===== config.mk =====
export PLATFORM = sky130hd
export DESIGN_NAME = lz_gamma_bitstream_packer_core
export DESIGN_NICKNAME = d
export VERILOG_FILES = /design/src/rtl/core/lzgbp_pkg.sv /design/src/rtl/core/lzgbp_sequencer.sv /design/src/rtl/core/lzgbp_datapath.sv /design/src/rtl/core/lz_gamma_bitstream_packer_core.sv
export SDC_FILE = /design/constraint.sdc
export NUM_CORES = 1
export LEC_CHECK = 0
export BUFFER_PORTS_ARGS = -buffer_cell sky130_fd_sc_hd__buf_2
export CAP_MARGIN = 40
export CORE_UTILIZATION = 53
export CTS_CLUSTER_DIAMETER = 30
export DETAILED_ROUTE_END_ITERATION = 12
export PLACE_DENSITY = 0.72
export SLEW_MARGIN = 20
export SYNTH_ARGS = -nofsm -noshare
export SYNTH_HDL_FRONTEND = slang
export SYNTH_HIERARCHICAL = 1
export SYNTH_SLANG_ARGS = --single-unit
export TNS_END_PERCENT = 30

===== constraint.sdc =====
create_clock -name clk -period 5.7 [get_ports clk]
set_input_delay 0.57 -clock clk [delete_from_list [all_inputs] [get_ports clk]]
set_output_delay 0.57 -clock clk [all_outputs]
set_load 0.1 [all_outputs]

===== src/rtl/core/lzgbp_pkg.sv =====
package lzgbp_pkg;

  localparam int POS_W  = 24;
  localparam int LEN_W  = 16;
  localparam int OFF_W  = 15;
  localparam int LIT_W  = 8;
  localparam int HI_W   = 9;
  localparam int K_W    = 4;
  localparam int PC_W   = 4;

  localparam logic [OFF_W-1:0] WINDOW_LIMIT = 15'd32640;
  localparam logic [LEN_W-1:0] END_MARKER   = 16'd256;

  typedef enum logic [1:0] {
    OP_HDR   = 2'd0,
    OP_LIT   = 2'd1,
    OP_MATCH = 2'd2,
    OP_END   = 2'd3
  } op_t;

  // source of the bit that goes into the stream this step
  typedef enum logic [2:0] {
    BIT_NONE,
    BIT_ZERO,
    BIT_ONE,
    BIT_GZ,   // gamma marker: 0 while digits remain, final 1 when none left
    BIT_GD    // gamma digit, inverted when the gamma is inverted
  } bit_src_t;

  typedef enum logic [3:0] {
    ACT_NONE,
    ACT_LOAD_LEN,
    ACT_LOAD_HI,
    ACT_LOAD_END,
    ACT_LOW,
    ACT_LIT,
    ACT_FLUSH,
    ACT_DONE,
    ACT_END_DONE
  } act_t;

  typedef enum logic [1:0] {
    COND_NEXT,
    COND_ALWAYS,
    COND_KZ
  } cond_t;

  typedef struct packed {
    bit_src_t          bsrc;
    act_t              act;
    cond_t             cond;
    logic              last;
    logic [PC_W-1:0]   target;
  } ucode_t;

  typedef struct packed {
    logic   step;
    ucode_t uw;
  } ctrl_t;

  typedef struct packed {
    logic k_zero;
    logic out_block;
    logic started;
    logic repeat_hit;
  } status_t;

  localparam logic [PC_W-1:0] UA_HDR      = 4'd0;
  localparam logic [PC_W-1:0] UA_HDR_GZ   = 4'd1;
  localparam logic [PC_W-1:0] UA_LIT      = 4'd3;
  localparam logic [PC_W-1:0] UA_NEWM     = 4'd4;
  localparam logic [PC_W-1:0] UA_HI_GZ    = 4'd5;
  localparam logic [PC_W-1:0] UA_LOW      = 4'd7;
  localparam logic [PC_W-1:0] UA_LEN_GZ   = 4'd8;
  localparam logic [PC_W-1:0] UA_END      = 4'd10;
  localparam logic [PC_W-1:0] UA_END_GZ   = 4'd11;
  localparam logic [PC_W-1:0] UA_FLUSH    = 4'd13;
  localparam logic [PC_W-1:0] UA_END_DONE = 4'd14;
  localparam logic [PC_W-1:0] UA_DONE     = 4'd15;

  function automatic ucode_t mk_uw(input bit_src_t bsrc, input act_t act, input cond_t cond,
                                   input logic last, input logic [PC_W-1:0] target);
    ucode_t w;
    w.bsrc   = bsrc;
    w.act    = act;
    w.cond   = cond;
    w.last   = last;
    w.target = target;
    return w;
  endfunction

  function automatic ucode_t ucode_rom(input logic [PC_W-1:0] addr);
    ucode_t w;
    case (addr)
      4'd0:  w = mk_uw(BIT_ZERO, ACT_LOAD_LEN, COND_NEXT,   1'b0, UA_DONE);
      4'd1:  w = mk_uw(BIT_GZ,   ACT_NONE,     COND_KZ,     1'b0, UA_DONE);
      4'd2:  w = mk_uw(BIT_GD,   ACT_NONE,     COND_ALWAYS, 1'b0, UA_HDR_GZ);
      4'd3:  w = mk_uw(BIT_NONE, ACT_LIT,      COND_ALWAYS, 1'b0, UA_DONE);
      4'd4:  w = mk_uw(BIT_ONE,  ACT_LOAD_HI,  COND_NEXT,   1'b0, UA_DONE);
      4'd5:  w = mk_uw(BIT_GZ,   ACT_NONE,     COND_KZ,     1'b0, UA_LOW);
      4'd6:  w = mk_uw(BIT_GD,   ACT_NONE,     COND_ALWAYS, 1'b0, UA_HI_GZ);
      4'd7:  w = mk_uw(BIT_NONE, ACT_LOW,      COND_NEXT,   1'b0, UA_DONE);
      4'd8:  w = mk_uw(BIT_GZ,   ACT_NONE,     COND_KZ,     1'b0, UA_DONE);
      4'd9:  w = mk_uw(BIT_GD,   ACT_NONE,     COND_ALWAYS, 1'b0, UA_LEN_GZ);
      4'd10: w = mk_uw(BIT_ONE,  ACT_LOAD_END, COND_NEXT,   1'b0, UA_DONE);
      4'd11: w = mk_uw(BIT_GZ,   ACT_NONE,     COND_KZ,     1'b1, UA_FLUSH);
      4'd12: w = mk_uw(BIT_GD,   ACT_NONE,     COND_ALWAYS, 1'b0, UA_END_GZ);
      4'd13: w = mk_uw(BIT_NONE, ACT_FLUSH,    COND_NEXT,   1'b0, UA_DONE);
      4'd14: w = mk_uw(BIT_NONE, ACT_END_DONE, COND_NEXT,   1'b0, UA_DONE);
      4'd15: w = mk_uw(BIT_NONE, ACT_DONE,     COND_NEXT,   1'b0, UA_DONE);
      default: w = mk_uw(BIT_NONE, ACT_DONE,   COND_NEXT,   1'b0, UA_DONE);
    endcase
    return w;
  endfunction

endpackage


===== src/rtl/core/lzgbp_sequencer.sv =====
module lzgbp_sequencer
  import lzgbp_pkg::*;
(
  input  logic    clk,
  input  logic    rst,
  input  logic    accept,
  input  op_t     op,
  input  status_t status,
  output logic    busy,
  output ctrl_t   ctrl
);

  logic [PC_W-1:0] pc;
  logic [PC_W-1:0] entry;
  ucode_t          uw;
  logic            go;
  logic            take_jump;

  assign uw = ucode_rom(pc);
  assign go = busy && !status.out_block;
  assign take_jump = (uw.cond == COND_ALWAYS) || ((uw.cond == COND_KZ) && status.k_zero);

  // dispatch on the token kind
  always_comb begin
    case (op)
      OP_HDR:   entry = UA_HDR;
      OP_LIT:   entry = UA_LIT;
      OP_MATCH: entry = status.repeat_hit ? UA_HDR : UA_NEWM;
      OP_END:   entry = status.started ? UA_END : UA_END_DONE;
      default:  entry = UA_DONE;
    endcase
  end

  always_ff @(posedge clk) begin
    if (rst) begin
      busy <= 1'b0;
      pc   <= UA_DONE;
    end else if (accept) begin
      busy <= 1'b1;
      pc   <= entry;
    end else if (go) begin
      if (uw.act == ACT_DONE || uw.act == ACT_END_DONE) begin
        busy <= 1'b0;
      end else if (take_jump) begin
        pc <= uw.target;
      end else begin
        pc <= pc + 1'b1;
      end
    end
  end

  assign ctrl.step = go;
  assign ctrl.uw   = uw;

endmodule


===== src/rtl/core/lzgbp_datapath.sv =====
module lzgbp_datapath
  import lzgbp_pkg::*;
(
  input  logic             clk,
  input  logic             rst,
  input  logic             accept,
  input  op_t              op,
  input  logic [LEN_W-1:0] run_length,
  input  logic [OFF_W-1:0] match_offset,
  input  logic [LIT_W-1:0] literal_byte,
  input  ctrl_t            ctrl,
  output status_t          status,
  output logic             out_valid,
  input  logic             out_ready,
  output logic [POS_W-1:0] out_position,
  output logic [7:0]       out_data,
  output logic             out_last
);

  // token operands
  logic [LEN_W-1:0] len_r;
  logic [OFF_W-1:0] off_r;
  logic [LIT_W-1:0] lit_r;
  logic [OFF_W-1:0] off_clamped;
  logic [OFF_W-1:0] off_m1;
  logic [HI_W-1:0]  off_hi;

  // stream state
  logic [POS_W-1:0] next_pos, next_pos_next;
  logic [POS_W-1:0] holder_pos, holder_pos_next;
  logic [7:0]       holder_val, holder_val_next;
  logic [7:0]       bit_mask, bit_mask_next;
  logic [OFF_W-1:0] prev_off, prev_off_next;
  logic             drop, drop_next;
  logic             started, started_next;
  logic             low_pending, low_pending_next;
  logic [POS_W-1:0] low_pos, low_pos_next;
  logic [7:0]       low_val, low_val_next;

  // gamma unit
  logic [LEN_W-1:0] gval, gval_next;
  logic [K_W-1:0]   gk, gk_next;
  logic             ginv, ginv_next;
  logic             k_zero;
  logic [LEN_W-1:0] load_val;
  logic             load_inv;
  logic             load_en;

  logic             bit_en;
  logic             bit_val;
  logic             opening;
  logic [7:0]       mask_cur;
  logic [7:0]       hval_new;
  logic [7:0]       mask_new;

  logic             emit_en;
  logic [POS_W-1:0] emit_pos;
  logic [7:0]       emit_data;
  logic             emit_last;

  function automatic logic [K_W-1:0] top_bit(input logic [LEN_W-1:0] v);
    logic [K_W-1:0] t;
    t = '0;
    for (int i = 1; i < LEN_W; i++) begin
      if (v[i]) t = K_W'(i);
    end
    return t;
  endfunction

  always_comb begin
    if (match_offset == '0) begin
      off_clamped = OFF_W'(1);
    end else if (match_offset > WINDOW_LIMIT) begin
      off_clamped = WINDOW_LIMIT;
    end else begin
      off_clamped = match_offset;
    end
  end

  assign off_m1 = off_r - 1'b1;
  assign off_hi = HI_W'(off_m1[OFF_W-1:7]) + 1'b1;
  assign k_zero = (gk == '0);

  assign status.k_zero     = k_zero;
  assign status.out_block  = out_valid && !out_ready;
  assign status.started    = started;
  assign status.repeat_hit = (off_clamped == prev_off);

  // gamma load selection
  always_comb begin
    load_en  = ctrl.step;
    load_val = len_r;
    load_inv = 1'b0;
    case (ctrl.uw.act)
      ACT_LOAD_LEN: begin
        load_val = len_r;
      end
      ACT_LOAD_HI: begin
        load_val = LEN_W'(off_hi);
        load_inv = 1'b1;
      end
      ACT_LOAD_END: begin
        load_val = END_MARKER;
        load_inv = 1'b1;
      end
      ACT_LOW: begin
        load_val = (len_r == '0) ? '0 : len_r - 1'b1;
      end
      default: begin
        load_en = 1'b0;
      end
    endcase
  end

  always_comb begin
    bit_en  = ctrl.step && (ctrl.uw.bsrc != BIT_NONE);
    case (ctrl.uw.bsrc)
      BIT_ONE: bit_val = 1'b1;
      BIT_GZ:  bit_val = k_zero;
      BIT_GD:  bit_val = gval[gk - 1'b1] ^ ginv;
      default: bit_val = 1'b0;
    endcase
  end

  assign opening  = (bit_mask == '0);
  assign mask_cur = opening ? 8'h80 : bit_mask;
  assign hval_new = (opening ? 8'h00 : holder_val) | (bit_val ? mask_cur : 8'h00);
  assign mask_new = mask_cur >> 1;

  always_comb begin
    next_pos_next    = next_pos;
    holder_pos_next  = holder_pos;
    holder_val_next  = holder_val;
    bit_mask_next    = bit_mask;
    prev_off_next    = prev_off;
    drop_next        = drop;
    started_next     = started;
    low_pending_next = low_pending;
    low_pos_next     = low_pos;
    low_val_next     = low_val;
    gval_next        = gval;
    gk_next          = gk;
    ginv_next        = ginv;
    emit_en          = 1'b0;
    emit_pos         = holder_pos;
    emit_data        = holder_val;
    emit_last        = 1'b0;

    if (accept && op != OP_END) begin
      started_next = 1'b1;
    end

    if (load_en) begin
      gval_next = load_val;
      gk_next   = top_bit(load_val);
      ginv_next = load_inv;
    end else if (ctrl.step && ctrl.uw.bsrc == BIT_GD) begin
      gk_next = gk - 1'b1;
    end

    if (bit_en) begin
      if (drop) begin
        drop_next = 1'b0;
      end else if (low_pending) begin
        // first bit after a new offset lands in bit 0 of the offset low byte
        low_pending_next = 1'b0;
        emit_en          = 1'b1;
        emit_pos         = low_pos;
        emit_data        = {low_val[7:1], bit_val};
      end else begin
        if (opening) begin
          holder_pos_next = next_pos;
          next_pos_next   = next_pos + 1'b1;
        end
        holder_val_next = hval_new;
        bit_mask_next   = mask_new;
        if (mask_new == '0) begin
          emit_en   = 1'b1;
          emit_pos  = opening ? next_pos : holder_pos;
          emit_data = hval_new;
          emit_last = ctrl.uw.last && k_zero;
        end
      end
    end

    if (ctrl.step) begin
      case (ctrl.uw.act)
        ACT_LIT: begin
          emit_en       = 1'b1;
          emit_pos      = next_pos;
          emit_data     = lit_r;
          next_pos_next = next_pos + 1'b1;
        end
        ACT_LOW: begin
          low_pos_next     = next_pos;
          low_val_next     = {~off_m1[6:0], 1'b0};
          low_pending_next = 1'b1;
          next_pos_next    = next_pos + 1'b1;
          prev_off_next    = off_r;
        end
        ACT_FLUSH: begin
          if (bit_mask != '0) begin
            emit_en   = 1'b1;
            emit_pos  = holder_pos;
            emit_data = holder_val;
            emit_last = 1'b1;
          end
        end
        ACT_END_DONE: begin
          next_pos_next    = '0;
          holder_pos_next  = '0;
          holder_val_next  = '0;
          bit_mask_next    = '0;
          prev_off_next    = OFF_W'(1);
          drop_next        = 1'b1;
          started_next     = 1'b0;
          low_pending_next = 1'b0;
        end
        default: begin
        end
      endcase
    end
  end

  always_ff @(posedge clk) begin
    if (rst) begin
      next_pos    <= '0;
      holder_pos  <= '0;
      holder_val  <= '0;
      bit_mask    <= '0;
      prev_off    <= OFF_W'(1);
      drop        <= 1'b1;
      started     <= 1'b0;
      low_pending <= 1'b0;
      gk          <= '0;
      out_valid   <= 1'b0;
    end else begin
      next_pos    <= next_pos_next;
      holder_pos  <= holder_pos_next;
      holder_val  <= holder_val_next;
      bit_mask    <= bit_mask_next;
      prev_off    <= prev_off_next;
      drop        <= drop_next;
      started     <= started_next;
      low_pending <= low_pending_next;
      gk          <= gk_next;
      if (emit_en) begin
        out_valid <= 1'b1;
      end else if (out_ready) begin
        out_valid <= 1'b0;
      end
    end
  end

  always_ff @(posedge clk) begin
    low_pos <= low_pos_next;
    low_val <= low_val_next;
    gval    <= gval_next;
    ginv    <= ginv_next;
    if (accept) begin
      len_r <= run_length;
      off_r <= off_clamped;
      lit_r <= literal_byte;
    end
    if (emit_en) begin
      out_position <= emit_pos;
      out_data     <= emit_data;
      out_last     <= emit_last;
    end
  end

endmodule


===== src/rtl/core/lz_gamma_bitstream_packer_core.sv =====
// lz gamma bitstream packer: turns a chosen parse, one token per beat, into the
// compressed byte stream as (position, byte) writes.
// input channel s_axis: tuser is the token kind (run header, literal byte,
// match, end); tdata carries length, offset and literal byte.
// output channel m_axis: one beat per finished byte; tlast marks the final
// write caused by an end token. writes of one token come out in the order the
// bytes are completed, so a holder byte may follow a byte at a later position.
// the core takes one token at a time; tready is low while a token runs.
// a microcoded sequencer moves one gamma bit per cycle unless the output stalls;
// a gamma with n significant bits is 2n-1 stream bits. a new-offset match sends
// the inverted gamma of the high offset part, the low offset byte and the gamma
// of length-1; a literal byte is written straight out.
// a result sits in the output register until taken; while it waits, the
// sequencer holds its current step, so a stall never drops or repeats a byte.
// reset (rst, synchronous) starts a fresh stream at position 0 with the last
// offset set to 1; the end token brings the core back to that same state.
module lz_gamma_bitstream_packer_core
  import lzgbp_pkg::*;
(
  input  logic        clk,
  input  logic        rst,
  input  logic        s_axis_tvalid,
  output logic        s_axis_tready,
  input  logic [39:0] s_axis_tdata,   // run_length[15:0], match_offset[30:16], literal_byte[38:31]
  input  logic [1:0]  s_axis_tuser,   // operation[1:0]
  output logic        m_axis_tvalid,
  input  logic        m_axis_tready,
  output logic [31:0] m_axis_tdata,   // position[23:0], data[31:24]
  output logic        m_axis_tlast
);

  logic             accept;
  logic             busy;
  op_t              op;
  ctrl_t            ctrl;
  status_t          status;
  logic [POS_W-1:0] out_position;
  logic [7:0]       out_data;

  assign op            = op_t'(s_axis_tuser);
  assign s_axis_tready = !busy;
  assign accept        = s_axis_tvalid && !busy;

  lzgbp_sequencer u_seq (
    .clk    (clk),
    .rst    (rst),
    .accept (accept),
    .op     (op),
    .status (status),
    .busy   (busy),
    .ctrl   (ctrl)
  );

  lzgbp_datapath u_dp (
    .clk          (clk),
    .rst          (rst),
    .accept       (accept),
    .op           (op),
    .run_length   (s_axis_tdata[15:0]),
    .match_offset (s_axis_tdata[30:16]),
    .literal_byte (s_axis_tdata[38:31]),
    .ctrl         (ctrl),
    .status       (status),
    .out_valid    (m_axis_tvalid),
    .out_ready    (m_axis_tready),
    .out_position (out_position),
    .out_data     (out_data),
    .out_last     (m_axis_tlast)
  );

  assign m_axis_tdata = {out_data, out_position};

endmodule


Word-level counts from Yosys, hierarchy flattened
Memories as Yosys holds them, arrays and structs flattened. A register that Yosys moved wholly into a read port is not among the register bits.
Index checks and enable logic that the tools add are counted.

cells by class
  $add $sub $neg = 6
  shifts and indexed selects = 0
  divide/modulo/power cells = 0
  order comparisons = 2
  eq/ne operators = 19
  bitwise logic cells = 3
  $mul = 0
  reduce and logical (&&, ||, !) cells = 33
  multiplexer cells = 104

operators with widths
  operator                                                                number
  24-bit two-way mux                                                      17
  8-bit two-way mux                                                       19
  24-bit case mux with 2 select lines                                     2
  4-bit two-way mux                                                       16
  16-bit case mux with 3 select lines                                     1
  1-bit two-way mux                                                       31
  15-bit two-way mux                                                      2
  15-bit case mux with 2 select lines                                     1
  24-bit by 1-bit adder with 24-bit output (second input constant)        1
  3-bit two-way mux                                                       6
  4-bit by 3-bit equality test with 1-bit output (second input constant)  4
  16-bit zero test                                                        1
  8-bit zero test                                                         2
  16-bit two-way mux                                                      1
  4-bit case mux with 4 select lines                                      1
  8-bit case mux with 2 select lines                                      1
  16-bit by 1-bit subtractor with 16-bit output (second input constant)   1
  15-bit equality test                                                    1
  15-bit greater-than comparator (second input constant)                  1
  15-bit zero test                                                        1
  15-bit by 1-bit subtractor with 15-bit output (second input constant)   1
  2-bit nonzero test                                                      5
  8-bit by 1-bit adder with 9-bit output (second input constant)          1
  4-bit by 2-bit equality test with 1-bit output (second input constant)  2
  other kinds (28)                                                        48

word-level totals
  bits in latches = 0
  output and inout bits = 35
  bits in writable memories = 0
  bits in read-only memories = 224
  register bits after elaboration = 212
  memories = 1

memories
  memory           words  bits a word  read ports  clocked after Yosys merged registers in  wr ports  line             RTL
  (no name shown)  16     14           1           1                                        0         lzgbp_pkg.sv:94  case (addr)

Depth between registers and ports, before layout
  depth after elaboration = 19
  depth in mapped cells = 14
  mapped depth without buffers = 13

Hierarchy
Netlist, hierarchy kept.

modules (own cells, without submodules)
  module                          seq. area each (um^2)  area each (um^2)  instances  cells each
  lzgbp_datapath                  5,345.1                9,756.9           1          935
  lzgbp_sequencer                 380.4                  1,151.1           1          120
  lz_gamma_bitstream_packer_core  0.0                    10.0              1          2

Least setup slack after synthesis
No wires, ideal clock.

  path type = input to register
  start = input port s_axis_tvalid
  end = register u_seq/uw[11] (netlist name)
  cell stages on the path = 11
  buffers on the path = 1
  arrival time = 4,133 ps
  required time = 5,583 ps
  slack = 1,450 ps
  path through = nor2b_1 buf_6 nand2_1 o41ai_1 a211oi_1 o21ai_1 inv_1 ha_1 inv_1 mux2i_1 a22o_2

between the ends
  word-level cells in the longest chain between the ends = 5
  elaborated cells on any way between the ends = 7
  classes of those cells = eq/ne (1); mux (3); reduce/logical (3)

ends and longest elaborated chain
  element                                                                                   line                                  RTL
  start: declaration                                                                        lz_gamma_bitstream_packer_core.sv:22  input logic s_axis_tvalid,
  1-bit logical AND *                                                                       lz_gamma_bitstream_packer_core.sv:42  assign accept = s_axis_tvalid && !busy;
  2-bit by 1-bit != test with 1-bit output (no line) or 2-bit nonzero test (tied branches)  n/a
  2-bit AND reduction (no line)                                                             n/a
  4-bit two-way mux (no line) * (2 in a row)                                                n/a

Every way passes the cells marked *; elsewhere a longest branch is shown, timed or not.
A chain may end at the register's enable or synchronous reset.

==> flow_summary.toml <==
[final_layout]
drive_gt1_frac = 0.189
multi_input_area_um2 = 4800
seq_area_um2 = 5730
fin_nets = 1193
final_cells = 1441
diodes = 0
syn2layout_area_growth_pct = 20.3
n_fill_cell = 1555

[global_routing]
grt_antenna_before_repair = 0
grt_max_degree = 65
grt_util_all_layers = 0.226
grt-ovfl-total = 0
grt_first_pass_wirelength_um = 39300
grt_pass1_vias = 7940

[sta]
slew_headroom = 0.433
drv_slew = 0
clock_skew_ns = 0.0135
min_period_over_period = 0.605
fin_crit_ns = 3.45
final.setup.worst_slack_ns = 2.25
rsz0062_at_grt = "no"
clock.fmax_mhz = 290
setup_viol = 0
setup_tns_ns = 0
holdWs_ns = 0.231
worst_pin_slew_ns = 0.849
hold_viol_final = 0

[power_and_ir_drop]
power_density_nw_per_um2 = 437
p_leak_nw = 4.70
fin_total_pwr_mw = 5.73
ir_worst_vdd_mv = 0.295

[clock_network]
cts.sinks = 226
numCtsBuffers = 46
post_cts_buffers = 0
root_buffer = "clkbuf_16"
cts_resized = 0
htreeDepth = 2
clk_path_buf_depth = 3
clock_latency_ns = 0.52
holdBufCountCts = 0
cts_tree = "done"
clk_pin_slew_ns = 0.05

[critical_path]
critPathSlowestCell = "nor3b_1"
critical_path.max_fanout = 8
crit_family = "simple AND/OR/NAND/NOR gates"
cp.arrival_ns = 3.85
cp.required_ns = 6.10
path_cells = "inv_1, ha_1, nor3b_1, nand3b_1, nand2_1, a211oi_1, o21ai_1, inv_1, ha_1, inv_1, mux2i_1, a22o_2"
critical_path.max_stage_delay_ns = 0.72
end_kind = "flip-flop"
critPathMostFrequentCell = "inv_1"
critPathBufInv = 3
crit_type = "flip-flop to flip-flop"
start_kind = "flip-flop"

[routing]
postRouteAntennaNets = 0
drt_iter0_drc = 494
routed_wl_um = 23800
viasPerCell = 5.71
routedWlPerCell_um = 16.5
drtPass1Iterations = 9
dr_total_vias = 8235
drc_errors = 1

[yosys]
syn_area_per_cell_um2 = 10.3
ys_types = 87
synth_top_family_by_area = "simple AND/OR/NAND/NOR gates"
synthesis.area_um2 = 10900
postSynth.asyncResetShare = 0
synthAdderAreaFrac = 0.0149
yosysSeqAreaShare = 0.524
syn_nets = 1116
synth_cells = 1057
synth_compound_area_frac = 0.153
synth_ff_type = "edfxtp_1"
synthSimpleGateAreaFrac = 0.174
synth-seq-cells = 226
synth-xor-area-share = 0.0481
synth_edf_count = 120
synth_mux_area_frac = 0.0478
yosysWarnings = 6

[placement]
placed_cells = 1356
dp_slack_ns = 2.03
gp_congestion = 0.856
place_hpwl_um = 15400
io_buffers = 79

[worst_hold_path]
hold_class = "input pin to flip-flop"

[die]
core_um2 = 20200
initial_core_util = 0.540
die_x_um = 146
die_area_um2 = 21200
ios = 81
die_h_um = 146
num_rows = 52

[outcome]
outcome = "finished with violations"
violations = "DRC"

[run]
cap_violations = 0
cells in the mapped netlist (all sizes together), types with 6 or more instances:
master	count	share of area
or4	8	0.0069
nand3	25	0.011
a21o	8	0.0056
inv	34	0.012
a22o	36	0.029
and2	6	0.0034
nor3	21	0.011
nor2b	11	0.0063
nand2b	6	0.0034
a211oi	7	0.0053
xnor2	33	0.026
nand4	16	0.0092
or3	6	0.0034
a31oi	11	0.0077
clkbuf	53	0.018
dfxtp	106	0.19
a21oi	45	0.021
nor2	79	0.027
mux2i	42	0.039
nand2	135	0.047
buf	13	0.0080
and3	15	0.0095
o211ai	9	0.0062
edfxtp	120	0.33
nor4	16	0.012
a22oi	24	0.017
xor2	27	0.022
o21ai	54	0.026
ha	13	0.015
path summary, 6_finish.rpt:
kind | startpoint | to | slack [ns] | cells after the start
min | s_axis_tdata[1] | u_dp/len_r[1] | 0.23 | 1
min reg2reg | u_dp/drop | u_dp/drop | 0.47 | 2
max reg2reg | u_dp/gk[0] | u_seq/uw[11] | 2.25 | 12
max | u_dp/gk[0] | u_seq/uw[11] | 2.25 | 12
sequential cells by signal, summed over array words and instances (netlist names), 14 cells and up:
name               flops
u_seq/uw              14
u_dp/len_r            16
u_dp/prev_off         15
u_dp/gval             16
u_dp/off_r            15
u_dp/holder_pos       24
u_dp/low_pos          24
u_dp/next_pos         24
u_dp/out_position     24
layout make-up:
cell class	instances	share of cell area
tap	270	0.0257
timing repair buffer	95	0.0416
clock buffer	58	0.0982
clock inverter	27	0.0230
sequential	226	0.436
inverter	34	0.00972
multi-input combinational	731	0.366
power by group:
part	internal [mW]	leakage (nW)	switching [mW]
Combinational	0.377	1.93	0.685
Clock	1.83	0.780	0.845
Sequential	1.88	1.99	0.116
Total	4.09	4.70	1.65
metrics by stage:
| step | cell area, µm² | utilization |
|---|---|---|
| final | 13100 | 0.649 |
| after floorplan | 10900 | - |
| after detailed placement | 11500 | 0.570 |
| after CTS | 13100 | 0.649 |
| after global routing | 13100 | 0.649 |
| after global placement | 11500 | 0.566 |
routing by layer:
metal / track usage / wire (µm) / vias up
met5: 0 / 0 / -
met4: 0.0774 / 491 / 0
met3: 0.0357 / 1030 / 47
met2: 0.394 / 11900 / 240
met1: 0.286 / 10400 / 3885
li1: - / - / 4063
cell usage in the layout, fill, tap and decap left out, types with 25 or more instances in the layout:
master and count:
a21oi_1 45, a22o_1 35, buf_2 81, clkbuf_16 49, dfxtp_1 106, edfxtp_1 120, inv_1 31, mux2i_1 42
nand2_1 132, nand3_1 25, nor2_1 78, o21ai_0 48, xnor2_1 33, xor2_1 27
worst reg2reg max path, stage by stage (launching register included):
cell	delay [ns]
dfxtp_1	0.43
inv_1	0.11
ha_1	0.20
nor3b_1	0.72
nand3b_1	0.22
nand2_1	0.16
a211oi_1	0.11
o21ai_1	0.54
inv_1	0.21
ha_1	0.28
inv_1	0.08
mux2i_1	0.07
a22o_2	0.22
cells by family (layout without fill, tap and decap cells):
group / after synthesis / after routing
xor+xnor: 60 / 60
mux: 47 / 47
flops: 226 / 226
fa+ha+maj: 13 / 13
simple gates: 372 / 372
buf+inv: 100 / 214
compound gates: 239 / 239
No activity file was read; power rests on OpenSTA's default activity.
